<file path="src/tbd_pkg.sv">
`timescale 1ns / 1ps
// ----------------------------------------------------------------------------
// tbd_pkg
// Shared types, codes and frame decode helpers for the tape block deframer.
// ----------------------------------------------------------------------------
package tbd_pkg;

   // width of the saturating leader counter
   localparam int LC_BITS = 16;

   // depth of the front-to-back queue
   localparam int Q_DEPTH = 4;
   localparam int Q_PTR_BITS = $clog2(Q_DEPTH);

   // tape codes (octal)
   localparam logic [7:0] CODE_SOH = 8'o201;
   localparam logic [7:0] CODE_ETX = 8'o203;
   localparam logic [7:0] CODE_DC3 = 8'o223;
   localparam logic [7:0] CODE_DEL = 8'o377;

   // channel masks
   localparam logic [7:0] MASK_FIRST = 8'o017;
   localparam logic [7:0] MASK_REST  = 8'o237;

   // result kinds
   localparam logic [2:0] KIND_DATA  = 3'd0;
   localparam logic [2:0] KIND_GOOD  = 3'd1;
   localparam logic [2:0] KIND_MARK  = 3'd2;
   localparam logic [2:0] KIND_ERROR = 3'd3;
   localparam logic [2:0] KIND_CLEAN = 3'd4;

   // error codes
   localparam logic [2:0] ERR_NONE     = 3'd0;
   localparam logic [2:0] ERR_EARLY    = 3'd1;
   localparam logic [2:0] ERR_NO_START = 3'd2;
   localparam logic [2:0] ERR_CHANNEL  = 3'd3;
   localparam logic [2:0] ERR_DC3      = 3'd4;
   localparam logic [2:0] ERR_NO_DEL   = 3'd5;
   localparam logic [2:0] ERR_CHECKSUM = 3'd6;

   // one classified frame, as queued between front and back
   typedef struct packed {
      logic       stream_end;
      logic       is_zero;
      logic       is_soh;
      logic       is_etx;
      logic       is_dc3;
      logic       is_del;
      logic       ok_first;   // no punched channel outside first-frame mask
      logic       ok_rest;    // no punched channel outside later-frame mask
      logic [5:0] six;        // decoded six bits
   } frame_type;

endpackage

</file>
<file path="src/tbd_front.sv">
`timescale 1ns / 1ps
// ----------------------------------------------------------------------------
// tbd_front
// Classifies an incoming tape frame: control codes, channel checks and the
// six-bit decode with the 0174..0177 remap.
// ----------------------------------------------------------------------------
module tbd_front import tbd_pkg::*; (
   input  logic [7:0] tape_byte,
   input  logic       stream_end,
   output frame_type  frame
);

   logic [6:0] l7;
   logic       remapped;

   always_comb begin
      remapped = 1'b1;
      case (tape_byte[6:0])
         7'o174:  l7 = 7'o005;
         7'o175:  l7 = 7'o012;
         7'o176:  l7 = 7'o021;
         7'o177:  l7 = 7'o023;
         default: begin
            l7       = tape_byte[6:0];
            remapped = 1'b0;
         end
      endcase

      frame.stream_end = stream_end;
      frame.is_zero    = (tape_byte == 8'd0);
      frame.is_soh     = (tape_byte == CODE_SOH);
      frame.is_etx     = (tape_byte == CODE_ETX);
      frame.is_dc3     = (tape_byte == CODE_DC3);
      frame.is_del     = (tape_byte == CODE_DEL);
      frame.ok_first   = remapped || ((tape_byte & ~MASK_FIRST) == 8'd0);
      frame.ok_rest    = remapped || ((tape_byte & ~MASK_REST) == 8'd0);
      frame.six        = {tape_byte[7], l7[4:0]};
   end

endmodule

</file>
<file path="src/tbd_queue.sv">
`timescale 1ns / 1ps
// ----------------------------------------------------------------------------
// tbd_queue
// Short FIFO of classified frames between the front and the back.
// ----------------------------------------------------------------------------
module tbd_queue import tbd_pkg::*; (
   input  logic      clock,
   input  logic      reset,
   input  logic      push,
   input  frame_type push_data,
   output logic      full,
   input  logic      pop,
   output logic      not_empty,
   output frame_type pop_data
);

   frame_type                 mem_ff [Q_DEPTH];
   logic [Q_PTR_BITS-1:0]     wr_ptr_ff, wr_ptr_in;
   logic [Q_PTR_BITS-1:0]     rd_ptr_ff, rd_ptr_in;
   logic [Q_PTR_BITS:0]       count_ff, count_in;
   logic                      do_push, do_pop;

   assign full      = (count_ff == (Q_PTR_BITS+1)'(Q_DEPTH));
   assign not_empty = (count_ff != '0);
   assign pop_data  = mem_ff[rd_ptr_ff];

   assign do_push = push && !full;
   assign do_pop  = pop && not_empty;

   always_comb begin
      wr_ptr_in = do_push ? wr_ptr_ff + 1'b1 : wr_ptr_ff;
      rd_ptr_in = do_pop  ? rd_ptr_ff + 1'b1 : rd_ptr_ff;
      count_in  = count_ff;
      if (do_push && !do_pop) count_in = count_ff + 1'b1;
      if (!do_push && do_pop) count_in = count_ff - 1'b1;
   end

   always_ff @(posedge clock) begin
      if (do_push) mem_ff[wr_ptr_ff] <= push_data;
   end

   always_ff @(posedge clock) begin
      if (reset) begin
         wr_ptr_ff <= '0;
         rd_ptr_ff <= '0;
         count_ff  <= '0;
      end else begin
         wr_ptr_ff <= wr_ptr_in;
         rd_ptr_ff <= rd_ptr_in;
         count_ff  <= count_in;
      end
   end

endmodule

</file>
<file path="src/tbd_back.sv">
`timescale 1ns / 1ps
// ----------------------------------------------------------------------------
// tbd_back
// Block state machine: leader counting, start codes, word assembly,
// checksum and trailer checks, with a registered result stage.
// ----------------------------------------------------------------------------
module tbd_back import tbd_pkg::*; (
   input  logic        clock,
   input  logic        reset,
   input  logic        frame_valid,
   input  frame_type   frame,
   output logic        frame_pop,
   output logic        rsp_valid,
   input  logic        rsp_ready,
   output logic [2:0]  rsp_result_kind,
   output logic [2:0]  rsp_error_code,
   output logic [17:0] rsp_data_word,
   output logic [15:0] rsp_leader_count
);

   localparam logic [2:0] PH_LEADER = 3'd0;
   localparam logic [2:0] PH_ETX1   = 3'd1;
   localparam logic [2:0] PH_ETX2   = 3'd2;
   localparam logic [2:0] PH_W0     = 3'd3;
   localparam logic [2:0] PH_W1     = 3'd4;
   localparam logic [2:0] PH_W2     = 3'd5;
   localparam logic [2:0] PH_FIN    = 3'd6;

   localparam int LC_EXT = (LC_BITS > 16) ? LC_BITS : 16;

   logic [2:0]         phase_ff, phase_in;
   logic [LC_BITS-1:0] leader_ff, leader_in;
   logic [11:0]        partial_ff, partial_in;
   logic [17:0]        csum_ff, csum_in;

   logic               rsp_valid_ff, rsp_valid_in;
   logic [2:0]         kind_ff, kind_in;
   logic [2:0]         err_ff, err_in;
   logic [17:0]        word_ff, word_in;
   logic [15:0]        lc_ff, lc_in;

   logic               res_v;
   logic               do_finish;
   logic [17:0]        full_word;
   logic [LC_EXT-1:0]  leader_ext;

   assign frame_pop = frame_valid && (!rsp_valid_ff || rsp_ready);
   assign full_word = {partial_ff, frame.six};
   assign leader_ext = LC_EXT'(leader_ff);

   always_comb begin
      phase_in   = phase_ff;
      leader_in  = leader_ff;
      partial_in = partial_ff;
      csum_in    = csum_ff;
      res_v      = 1'b0;
      do_finish  = 1'b0;
      kind_in    = KIND_DATA;
      err_in     = ERR_NONE;
      word_in    = '0;
      // count before any clearing by this frame
      lc_in      = (leader_ext > LC_EXT'(16'hFFFF)) ? 16'hFFFF : leader_ext[15:0];

      case (phase_ff)
         PH_ETX1: begin
            if (frame.stream_end || !frame.is_dc3) begin
               res_v = 1'b1; kind_in = KIND_ERROR; err_in = ERR_NO_START;
               do_finish = 1'b1;
            end else begin
               phase_in = PH_ETX2;
            end
         end
         PH_ETX2: begin
            res_v     = 1'b1;
            do_finish = 1'b1;
            if (frame.stream_end || !frame.is_del) begin
               kind_in = KIND_ERROR; err_in = ERR_NO_START;
            end else begin
               kind_in = KIND_MARK;
            end
         end
         PH_W0: begin
            if (frame.stream_end) begin
               res_v = 1'b1; kind_in = KIND_ERROR; err_in = ERR_EARLY;
               do_finish = 1'b1;
            end else if (frame.is_dc3) begin
               phase_in = PH_FIN;
            end else if (!frame.ok_first) begin
               res_v = 1'b1; kind_in = KIND_ERROR; err_in = ERR_CHANNEL;
               do_finish = 1'b1;
            end else begin
               partial_in = {6'd0, frame.six};
               phase_in   = PH_W1;
            end
         end
         PH_W1, PH_W2: begin
            if (frame.stream_end) begin
               res_v = 1'b1; kind_in = KIND_ERROR; err_in = ERR_EARLY;
               do_finish = 1'b1;
            end else if (frame.is_dc3) begin
               res_v = 1'b1; kind_in = KIND_ERROR; err_in = ERR_DC3;
               do_finish = 1'b1;
            end else if (!frame.ok_rest) begin
               res_v = 1'b1; kind_in = KIND_ERROR; err_in = ERR_CHANNEL;
               do_finish = 1'b1;
            end else if (phase_ff == PH_W1) begin
               partial_in = {partial_ff[5:0], frame.six};
               phase_in   = PH_W2;
            end else begin
               csum_in    = csum_ff ^ full_word;
               partial_in = '0;
               phase_in   = PH_W0;
               res_v      = 1'b1;
               kind_in    = KIND_DATA;
               word_in    = full_word;
            end
         end
         PH_FIN: begin
            res_v     = 1'b1;
            do_finish = 1'b1;
            kind_in   = KIND_ERROR;
            if (frame.stream_end)    err_in = ERR_EARLY;
            else if (!frame.is_del)  err_in = ERR_NO_DEL;
            else if (csum_ff != '0)  err_in = ERR_CHECKSUM;
            else                     kind_in = KIND_GOOD;
         end
         default: begin
            // leader hunt; unknown codes fall in here as well
            phase_in = PH_LEADER;
            if (frame.stream_end) begin
               res_v = 1'b1; kind_in = KIND_CLEAN; do_finish = 1'b1;
            end else if (frame.is_zero) begin
               if (leader_ff != '1) leader_in = leader_ff + 1'b1;
            end else if (frame.is_soh) begin
               csum_in    = '0;
               partial_in = '0;
               phase_in   = PH_W0;
            end else if (frame.is_etx) begin
               phase_in = PH_ETX1;
            end else begin
               res_v = 1'b1; kind_in = KIND_ERROR; err_in = ERR_NO_START;
               do_finish = 1'b1;
            end
         end
      endcase

      if (do_finish) begin
         phase_in   = PH_LEADER;
         leader_in  = '0;
         partial_in = '0;
         csum_in    = '0;
      end

      if (frame_pop && res_v) rsp_valid_in = 1'b1;
      else if (rsp_ready)     rsp_valid_in = 1'b0;
      else                    rsp_valid_in = rsp_valid_ff;
   end

   always_ff @(posedge clock) begin
      if (reset) begin
         phase_ff     <= PH_LEADER;
         leader_ff    <= '0;
         partial_ff   <= '0;
         csum_ff      <= '0;
         rsp_valid_ff <= 1'b0;
      end else begin
         if (frame_pop) begin
            phase_ff   <= phase_in;
            leader_ff  <= leader_in;
            partial_ff <= partial_in;
            csum_ff    <= csum_in;
         end
         rsp_valid_ff <= rsp_valid_in;
      end
   end

   always_ff @(posedge clock) begin
      if (frame_pop && res_v) begin
         kind_ff <= kind_in;
         err_ff  <= err_in;
         word_ff <= word_in;
         lc_ff   <= lc_in;
      end
   end

   assign rsp_valid        = rsp_valid_ff;
   assign rsp_result_kind  = kind_ff;
   assign rsp_error_code   = err_ff;
   assign rsp_data_word    = word_ff;
   assign rsp_leader_count = lc_ff;

endmodule

</file>
<file path="src/tape_block_deframer_core.sv">
`timescale 1ns / 1ps
// ----------------------------------------------------------------------------
// tape_block_deframer_core
// Paper-tape block deframer: one tape frame per request, decoded words and
// block status out.
// ----------------------------------------------------------------------------
// Usage:
//  - req channel: one eight-channel frame per request (req_tape_byte), or
//    req_stream_end=1 to signal end of tape. valid/ready handshake.
//  - rsp channel: zero or one result per request: data word, block good,
//    end-of-tape mark, error (with code) or clean end, each tagged with the
//    leader frame count seen before the block.
//  - Throughput while rsp_ready is high: one request per cycle; the front
//    classifier is pure logic, the back state machine pops one frame per cycle.
//  - Path: an accepted request is written into the queue, then popped by the
//    back, whose result register drives rsp_valid.
//  - Receiver stall: the result register holds; the back stops popping and
//    the 4-entry queue absorbs requests until full, then req_ready drops.
//  - Reset (synchronous): queue emptied, no result pending, deframer back
//    in leader hunt with counters and checksum cleared.
// ----------------------------------------------------------------------------
module tape_block_deframer_core import tbd_pkg::*; (
   input  logic        clock,
   input  logic        reset,
   input  logic        req_valid,
   output logic        req_ready,
   input  logic [7:0]  req_tape_byte,
   input  logic        req_stream_end,
   output logic        rsp_valid,
   input  logic        rsp_ready,
   output logic [2:0]  rsp_result_kind,
   output logic [2:0]  rsp_error_code,
   output logic [17:0] rsp_data_word,
   output logic [15:0] rsp_leader_count
);

   frame_type front_frame;   // classified request, ready to queue
   frame_type back_frame;    // head of queue
   logic      q_full;
   logic      q_not_empty;
   logic      q_pop;

   // front: classify the frame as it arrives
   tbd_front u_front (
      .tape_byte  (req_tape_byte),
      .stream_end (req_stream_end),
      .frame      (front_frame)
   );

   assign req_ready = !q_full;

   // decoupling queue
   tbd_queue u_queue (
      .clock     (clock),
      .reset     (reset),
      .push      (req_valid),
      .push_data (front_frame),
      .full      (q_full),
      .pop       (q_pop),
      .not_empty (q_not_empty),
      .pop_data  (back_frame)
   );

   // back: block state machine and result register
   tbd_back u_back (
      .clock            (clock),
      .reset            (reset),
      .frame_valid      (q_not_empty),
      .frame            (back_frame),
      .frame_pop        (q_pop),
      .rsp_valid        (rsp_valid),
      .rsp_ready        (rsp_ready),
      .rsp_result_kind  (rsp_result_kind),
      .rsp_error_code   (rsp_error_code),
      .rsp_data_word    (rsp_data_word),
      .rsp_leader_count (rsp_leader_count)
   );

endmodule
</file>
<file path="config.mk">
export PLATFORM = sky130hd
export DESIGN_NAME = tape_block_deframer_core
export DESIGN_NICKNAME = d
export VERILOG_FILES = /design/src/tbd_pkg.sv /design/src/tbd_front.sv /design/src/tbd_queue.sv /design/src/tbd_back.sv /design/src/tape_block_deframer_core.sv
export SDC_FILE = /design/constraint.sdc
export NUM_CORES = 1
export LEC_CHECK = 0
export BUFFER_PORTS_ARGS = -buffer_cell sky130_fd_sc_hd__buf_2
export CORE_ASPECT_RATIO = 0.75
export CORE_MARGIN = 4
export CORE_UTILIZATION = 60
export CTS_BUF_LIST = sky130_fd_sc_hd__clkbuf_4 sky130_fd_sc_hd__clkbuf_8 sky130_fd_sc_hd__clkbuf_16
export DETAILED_ROUTE_END_ITERATION = 7
export PLACE_DENSITY_LB_ADDON = 0.05
export SKIP_LAST_GASP = 1
export SYNTH_ARGS = -nofsm -noshare
export SYNTH_HDL_FRONTEND = slang
export SYNTH_SLANG_ARGS = --single-unit
export TNS_END_PERCENT = 50
</file>
<file path="constraint.sdc">
create_clock -name clock -period 3.7 [get_ports clock]
set_clock_uncertainty 0.05 [all_clocks]
set_input_delay 0.74 -clock clock [delete_from_list [all_inputs] [get_ports clock]]
set_output_delay 0.74 -clock clock [all_outputs]
set_load 0.05 [all_outputs]
</file>
==> results_dict.tcl, run 1 <==
set metrics [dict create \
    ctsResizeCount 0 \
    antenna_found_initial 0 \
    comb_power_share_pct 42.6 \
    post_drt_wl_per_cell_um 19.9 \
    max_slew.worst_pin.slew_ps 970 \
    ys_dominant_reg_cell "edfxtp_1" \
    synth_edf_count 96 \
    fp-row-count 34 \
    yosys.cell_types.count 66 \
    r2r_slack_ps 760 \
    fp.dieH_um 103 \
    switchingPower_mw 3.20 \
    hold_start "u_back.partial_ff[7]$_SDFFE_PP0P_" \
    postCtsSetupBuffers 0 \
    p_int_mw 3.97 \
    rsz0062_at_grt "false" \
    syn_area_sq_um 7290 \
    hpwl_mm 10.8 \
    worst_r2r_endpoint "u_back.leader_ext[1]$_SDFFE_PP0P_" \
    cp-start-kind "flop" \
    die_w_um 135 \
    path_clk_slew_ps 70 \
    ir_worst_vdd_v 0.000476 \
    insertion_delay_ps 420 \
    seq_area_frac_synth_pct 55.8 \
    vias 5179 \
    tns_ps 0 \
    final_hold_viol_count 0 \
    portBuffers 54 \
    first_global_vias 4842 \
    synth_warnings 0 \
    start_util_pct 62.1 \
    period_minus_slack_ps 2940 \
    grt_overflow_total 0 \
    cp.required_ps 3970 \
    fp.coreArea_sq_um 11700 \
    wirelength_mm 16.2 \
    cts_htree_levels 4 \
    powerDensity_nw_per_um2 868 \
    gr-usage-all-layers_pct 24.1 \
    min_path_cells 2 \
    outcome "completed" \
    period_share_pct 79.5 \
    async_flop_share_pct 0 \
    io-pin-count 55 \
    drtAntennaViolNets 0 \
    clk_path_buf_depth 2 \
    layout_common_cells "96 x edfxtp_1, 59 x dfxtp_1, 54 x buf_2" \
    cp-end-kind "flop" \
    viasPerCell 6.35 \
    crit_type "reg2reg" \
    reg2reg_depth 8 \
    slew_violations 0 \
    p_clk_share_pct 23.6 \
    synth_seq_cells 155 \
    hp-class "reg2reg" \
    num-nets-final 661 \
    drtIter0Drc 523 \
    finalPower_mw 7.18 \
    grt_pass1_wl_mm 26.0 \
    gp_congestion 0.879 \
    worstPathArrival_ps 3220 \
    relSlewSlack_pct 34.3 \
    layout_commonest_cell "edfxtp_1" \
    dieArea_sq_um 14000 \
    drc_errors 0 \
    drive_gt1_share_pct 22.6 \
    syn_inst 597 \
    p_seq_share_pct 33.8 \
    p_leak_nw 2.90 \
    worstPathMaxFanout 26 \
    diodes 0 \
    synthTopCellsByArea "edfxtp_1 40%, dfxtp_1 16%, mux4_2 4.0%, o2111ai_1 3.7%, mux2i_1 3.7%" \
    switching_share_pct 44.6 \
    avgSynthCellArea_sq_um 12.2 \
    hold_path_end "u_back.partial_ff[7]$_SDFFE_PP0P_" \
    netlist.top_cell.by_area "edfxtp_1" \
    setup_violations 0 \
    max_freq_mhz 340 \
    drt_pass1_iterations 5 \
    grt_max_degree 52 \
    synth_nets 617 \
    postCtsHoldBufs 0 \
    cts_tree "built" \
    cts.sinks 155 \
    cts-buffers-inserted 17 \
    drv_cap 0 \
    area.growth.synth_to_final_pct 13.4 \
    yosysTopAreaCellShare_pct 39.5 \
    clockRootBuffer "clkbuf_16" \
]
-- final cells by class --
class / count / area (sq um)
clock buffer: 17 / 425
clock inverter: 15 / 163
fill: 886 / 3480
inverter: 25 / 93.8
multi-input combinational: 373 / 2930
sequential: 155 / 4060
tap: 162 / 203
timing repair buffer: 69 / 383
-- per-layer routing --
metal | track usage (%) | part of all wire, % | vias to the layer above
met5 | 0 | 0 | -
met4 | 6.82 | 1.1 | 0
met3 | 6.14 | 7.3 | 21
met2 | 35.8 | 45 | 208
met1 | 35.6 | 47 | 2530
li1 | - | - | 2420
-- flip-flops by register name, summed over array words and instances, names as in the netlist, named ones only --
register,flops
u_back.phase_ff,3
u_back.rsp_valid,1
u_queue.mem_ff,56
u_back.rsp_data_word,18
u_queue.wr_ptr_ff,2
u_back.partial_ff,12
u_queue.rd_ptr_ff,2
u_queue.count_ff,3
u_back.rsp_error_code,3
u_back.rsp_leader_count,16
u_back.leader_ext,16
u_back.rsp_result_kind,3
u_back.csum_ff,18
-- worst max-delay path by stage --
stage,from,end
floorplan,flop,u_back.rsp_data_word[0]$_SDFFCE_PP0P_
detailed placement,flop,u_back.csum_ff[3]$_SDFFE_PP0P_
CTS,flop,u_back.csum_ff[3]$_SDFFE_PP0P_
global placement,flop,u_back.csum_ff[1]$_SDFFE_PP0P_
global route,flop,u_back.leader_ext[1]$_SDFFE_PP0P_
finish,flop,u_back.leader_ext[1]$_SDFFE_PP0P_
-- per-stage QoR --
stage | instances | cell area, sq um | utilization, % | worst slack, ps | hold WS (ps)
finish | 816 | 8260 | 70.4 | 758 | 437
global route | 816 | 8260 | 70.4 | 570 | 470
CTS | 816 | 8260 | 70.4 | 786 | 436
detailed placement | 784 | 7680 | 65.4 | 794 | 420
global placement | 784 | 7680 | 65.4 | 888 | 411
floorplan | 597 | 7290 | - | 555 | 356
-- synth_stat cells (13+ instances only) --
cell and instances:
nor3_1 23, inv_1 24, nand3_1 19, mux4_2 13, nor2_1 22, mux2i_1 27, a211o_1 13, clkbuf_1 26
o2111ai_1 31, a21oi_1 21, nand2_1 49, dfxtp_1 59, edfxtp_1 96, o211ai_1 15, and3_1 14
-- power groups by stage --
| stage | clock, mW | combinational (mW) | sequential, mW |
|---|---|---|---|
| 2_1_floorplan | 0 | 1.57 | 3.22 |
| 3_3_place_gp | 0 | 2.98 | 2.45 |
| 3_5_place_dp | 0 | 3.03 | 2.46 |
| 4_1_cts | 1.72 | 3.03 | 2.43 |
| 5_1_grt | 1.80 | 3.25 | 2.46 |
| 6_report | 1.70 | 3.05 | 2.43 |
-- worst max-delay path: stages, from the launching register on --
cell and delay, ps:
dfxtp_1 380, buf_4 260, mux4_2 680, nand3_1 210
o21ai_1 160, o21ai_2 360, buf_4 350, a21oi_1 130
o32ai_1 240
-- kinds of logic after synthesis --
family          synth area share, %
mux                            8.34
fa+ha+maj                      1.30
simple gates                   13.3
compound gates                 16.2
xor+xnor                      0.841
flops                          55.7
buf+inv                        4.21
Note: power is estimated with default switching activity, not from simulation.
==> inputs of run 2 (changes only) <==
Settings changed: ABC_AREA from default to 1, CORE_UTILIZATION 60 to 54.
Clock period 3.7 ns to 2.56 ns, I/O delays scaled along.
==> results_dict.tcl, run 2 <==
set metrics [dict create \
    async_flop_share_pct 0 \
    drc_errors 0 \
    ys_dominant_reg_cell "edfxtp_1" \
    synth_seq_cells 155 \
    grt_overflow_total 0 \
    diodes 0 \
    cp-end-kind "flop" \
    yosysTopAreaCellShare_pct 39.8 \
    crit_path_max_incr_delay_ps 360 \
    slew_violations 0 \
    path_clk_slew_ps 60 \
    top_register "u_queue.mem_ff" \
    synthTopCellsByArea "edfxtp_1 40%, dfxtp_1 16%, nand2_1 9.9%, nor2_1 5.9%, nand3_1 4.4%" \
    drv_cap 0 \
    fp.coreArea_sq_um 13100 \
    worstPathArrival_ps 2410 \
    period_minus_slack_ps 2360 \
    cp_common_cell "nand2_1" \
    portBuffers 54 \
    avgSynthCellArea_sq_um 8.87 \
    antenna_found_initial 0 \
    max_freq_mhz 424 \
    syn_area_sq_um 7230 \
    dp.cells 1036 \
    holdWs_ps 264 \
    postCtsHoldBufs 0 \
    post_drt_wl_per_cell_um 15.3 \
    hp-class "in2reg" \
    io-pin-count 55 \
    wirelength_mm 16.4 \
    synth_common_cells "191 x nand2_1, 114 x nor2_1, 96 x edfxtp_1, 82 x inv_1, 63 x nand3_1" \
    max_slew.worst_pin.slew_ps 838 \
    cp-start-kind "flop" \
    synth_nets 836 \
    start_util_pct 55.4 \
    layout_common_cells "190 x nand2_1, 114 x nor2_1, 96 x edfxtp_1" \
    dieArea_sq_um 15300 \
    fp.dieH_um 108 \
    cp.required_ps 2610 \
    cts_tree "built" \
    p_leak_nw 3.38 \
    drive_gt1_share_pct 16.9 \
    largest_reg_flops 56 \
    relSlewSlack_pct 43.6 \
    drtAntennaViolNets 0 \
    final_hold_viol_count 0 \
    drt_pass1_iterations 5 \
    clockRootBuffer "clkbuf_16" \
    rsz0062_at_grt "true" \
    layout_commonest_cell "nand2_1" \
    crit_chain "buf_6, buf_4, nand2_1, nand3_1, nand2_1, inv_1, nand3_1, nand2_1, nand2_2, nand2_8, o21ai_4, clkinvlp_4, buf_4" \
    utilization_pct 64.8 \
    num-nets-final 908 \
    viasPerCell 5.37 \
    syn_inst 816 \
    fp-row-count 36 \
    grt_pass1_wl_mm 27.2 \
    seq_area_frac_synth_pct 56.2 \
    ir_worst_vdd_v 0.000970 \
    outcome "completed" \
    cts.sinks 155 \
    die_w_um 142 \
    drtIter0Drc 477 \
    cp_slowest_cell "dfxtp_2" \
    clk_path_buf_depth 2 \
    synth_warnings 0 \
    crit_type "reg2reg" \
    cts_htree_levels 4 \
    hpwl_mm 11.2 \
    yosys.cell_types.count 39 \
    grt_max_degree 46 \
    setup_violations 0 \
    instances_no_fill 1072 \
    yosysMostFrequentCell "nand2_1" \
    fillers 1084 \
    vias 5760 \
    netlist.top_cell.by_area "edfxtp_1" \
    cts-buffers-inserted 17 \
    area.growth.synth_to_final_pct 17.1 \
    powerDensity_nw_per_um2 1340 \
    worstPathMaxFanout 20 \
    insertion_delay_ps 420 \
    synth_edf_count 96 \
    gr-usage-all-layers_pct 22.5 \
    first_global_vias 5519 \
    period_share_pct 92.0 \
    gp_congestion 0.868 \
]
-- run 2: timing repair --
| item | CTS | global route |
|---|---|---|
| gates resized for setup | 0 | 7 |
| endpoints found under the setup margin | 0 | 85 |
| setup buffers | 0 | 4 |
-- run 2: worst max-delay path, delay by kind of cell (launching register included) --
kind | cells | cell delay (ps)
buffers and inverters | 5 | 780
flip-flops | 1 | 360
AND/OR/NAND/NOR | 7 | 740
AO/OA/AOI/OAI | 1 | 80
-- run 2: final timing paths --
path	from	to	slack (ps)	cells after the start
worst min-delay path	req_stream_end	u_queue.mem_ff[3][13]$_DFFE_PP_	260	1
worst max register to register	flop	u_back.rsp_leader_count[11]$_DFFE_PP_	200	13
worst max-delay path	flop	u_back.rsp_leader_count[11]$_DFFE_PP_	200	13
worst min register to register	u_back.csum_ff[2]$_SDFFE_PP0P_	u_back.csum_ff[2]$_SDFFE_PP0P_	430	2
-- run 2: through the flow --
stage               total power, mW  instance area (sq um)  TNS [ps]  setup WS (ps)
finish                         11.4                   8470         0            204
global route                   12.1                   8470     -76.3          -7.63
CTS                            11.2                   8400         0           47.8
detailed placement             8.69                   7790         0           83.2
global placement               8.62                   7790         0            163
floorplan                      7.48                   7260     -9.66          -9.66
-- run 2: final cells by class --
cell class | count | area [sq um] | area share, %
clock buffers | 28 | 586 | 6.91
multi-input cells | 546 | 2740 | 32.3
clock inverters | 4 | 22.5 | 0.266
flip-flops and latches | 155 | 4070 | 48.0
inverters | 84 | 322 | 3.80
repair buffers | 84 | 524 | 6.19
well taps | 171 | 214 | 2.53
-- run 2: layer usage --
metal	GRT usage (%)	vias up	part of all wire, %
met5	0	-	0
met1	32.5	2709	48
met2	34.4	187	45
met3	4.77	21	6.5
met4	6.78	0	1.1
li1	-	2843	-
-- run 2: logic make-up (layout without fill, tap and decap cells) --
logic type               count (synthesis)  after routing  synth area share (%)
AND/OR/NAND/NOR                        432            432                  26.3
adder cells (fa/ha/maj)                  7              7                  1.31
XOR/XNOR                                23             23                  2.78
AO/OA/AOI/OAI                           84             84                  6.81
buffers and inverters                  115            200                  6.66
flip-flops                             155            155                  56.2
-- run 2: power breakdown --
part	internal, mW	total, mW	leakage, nW	switching (mW)
clock	1.56	2.50	0.306	0.938
sequential	3.36	3.61	1.40	0.253
combinational	1.39	5.27	1.68	3.88
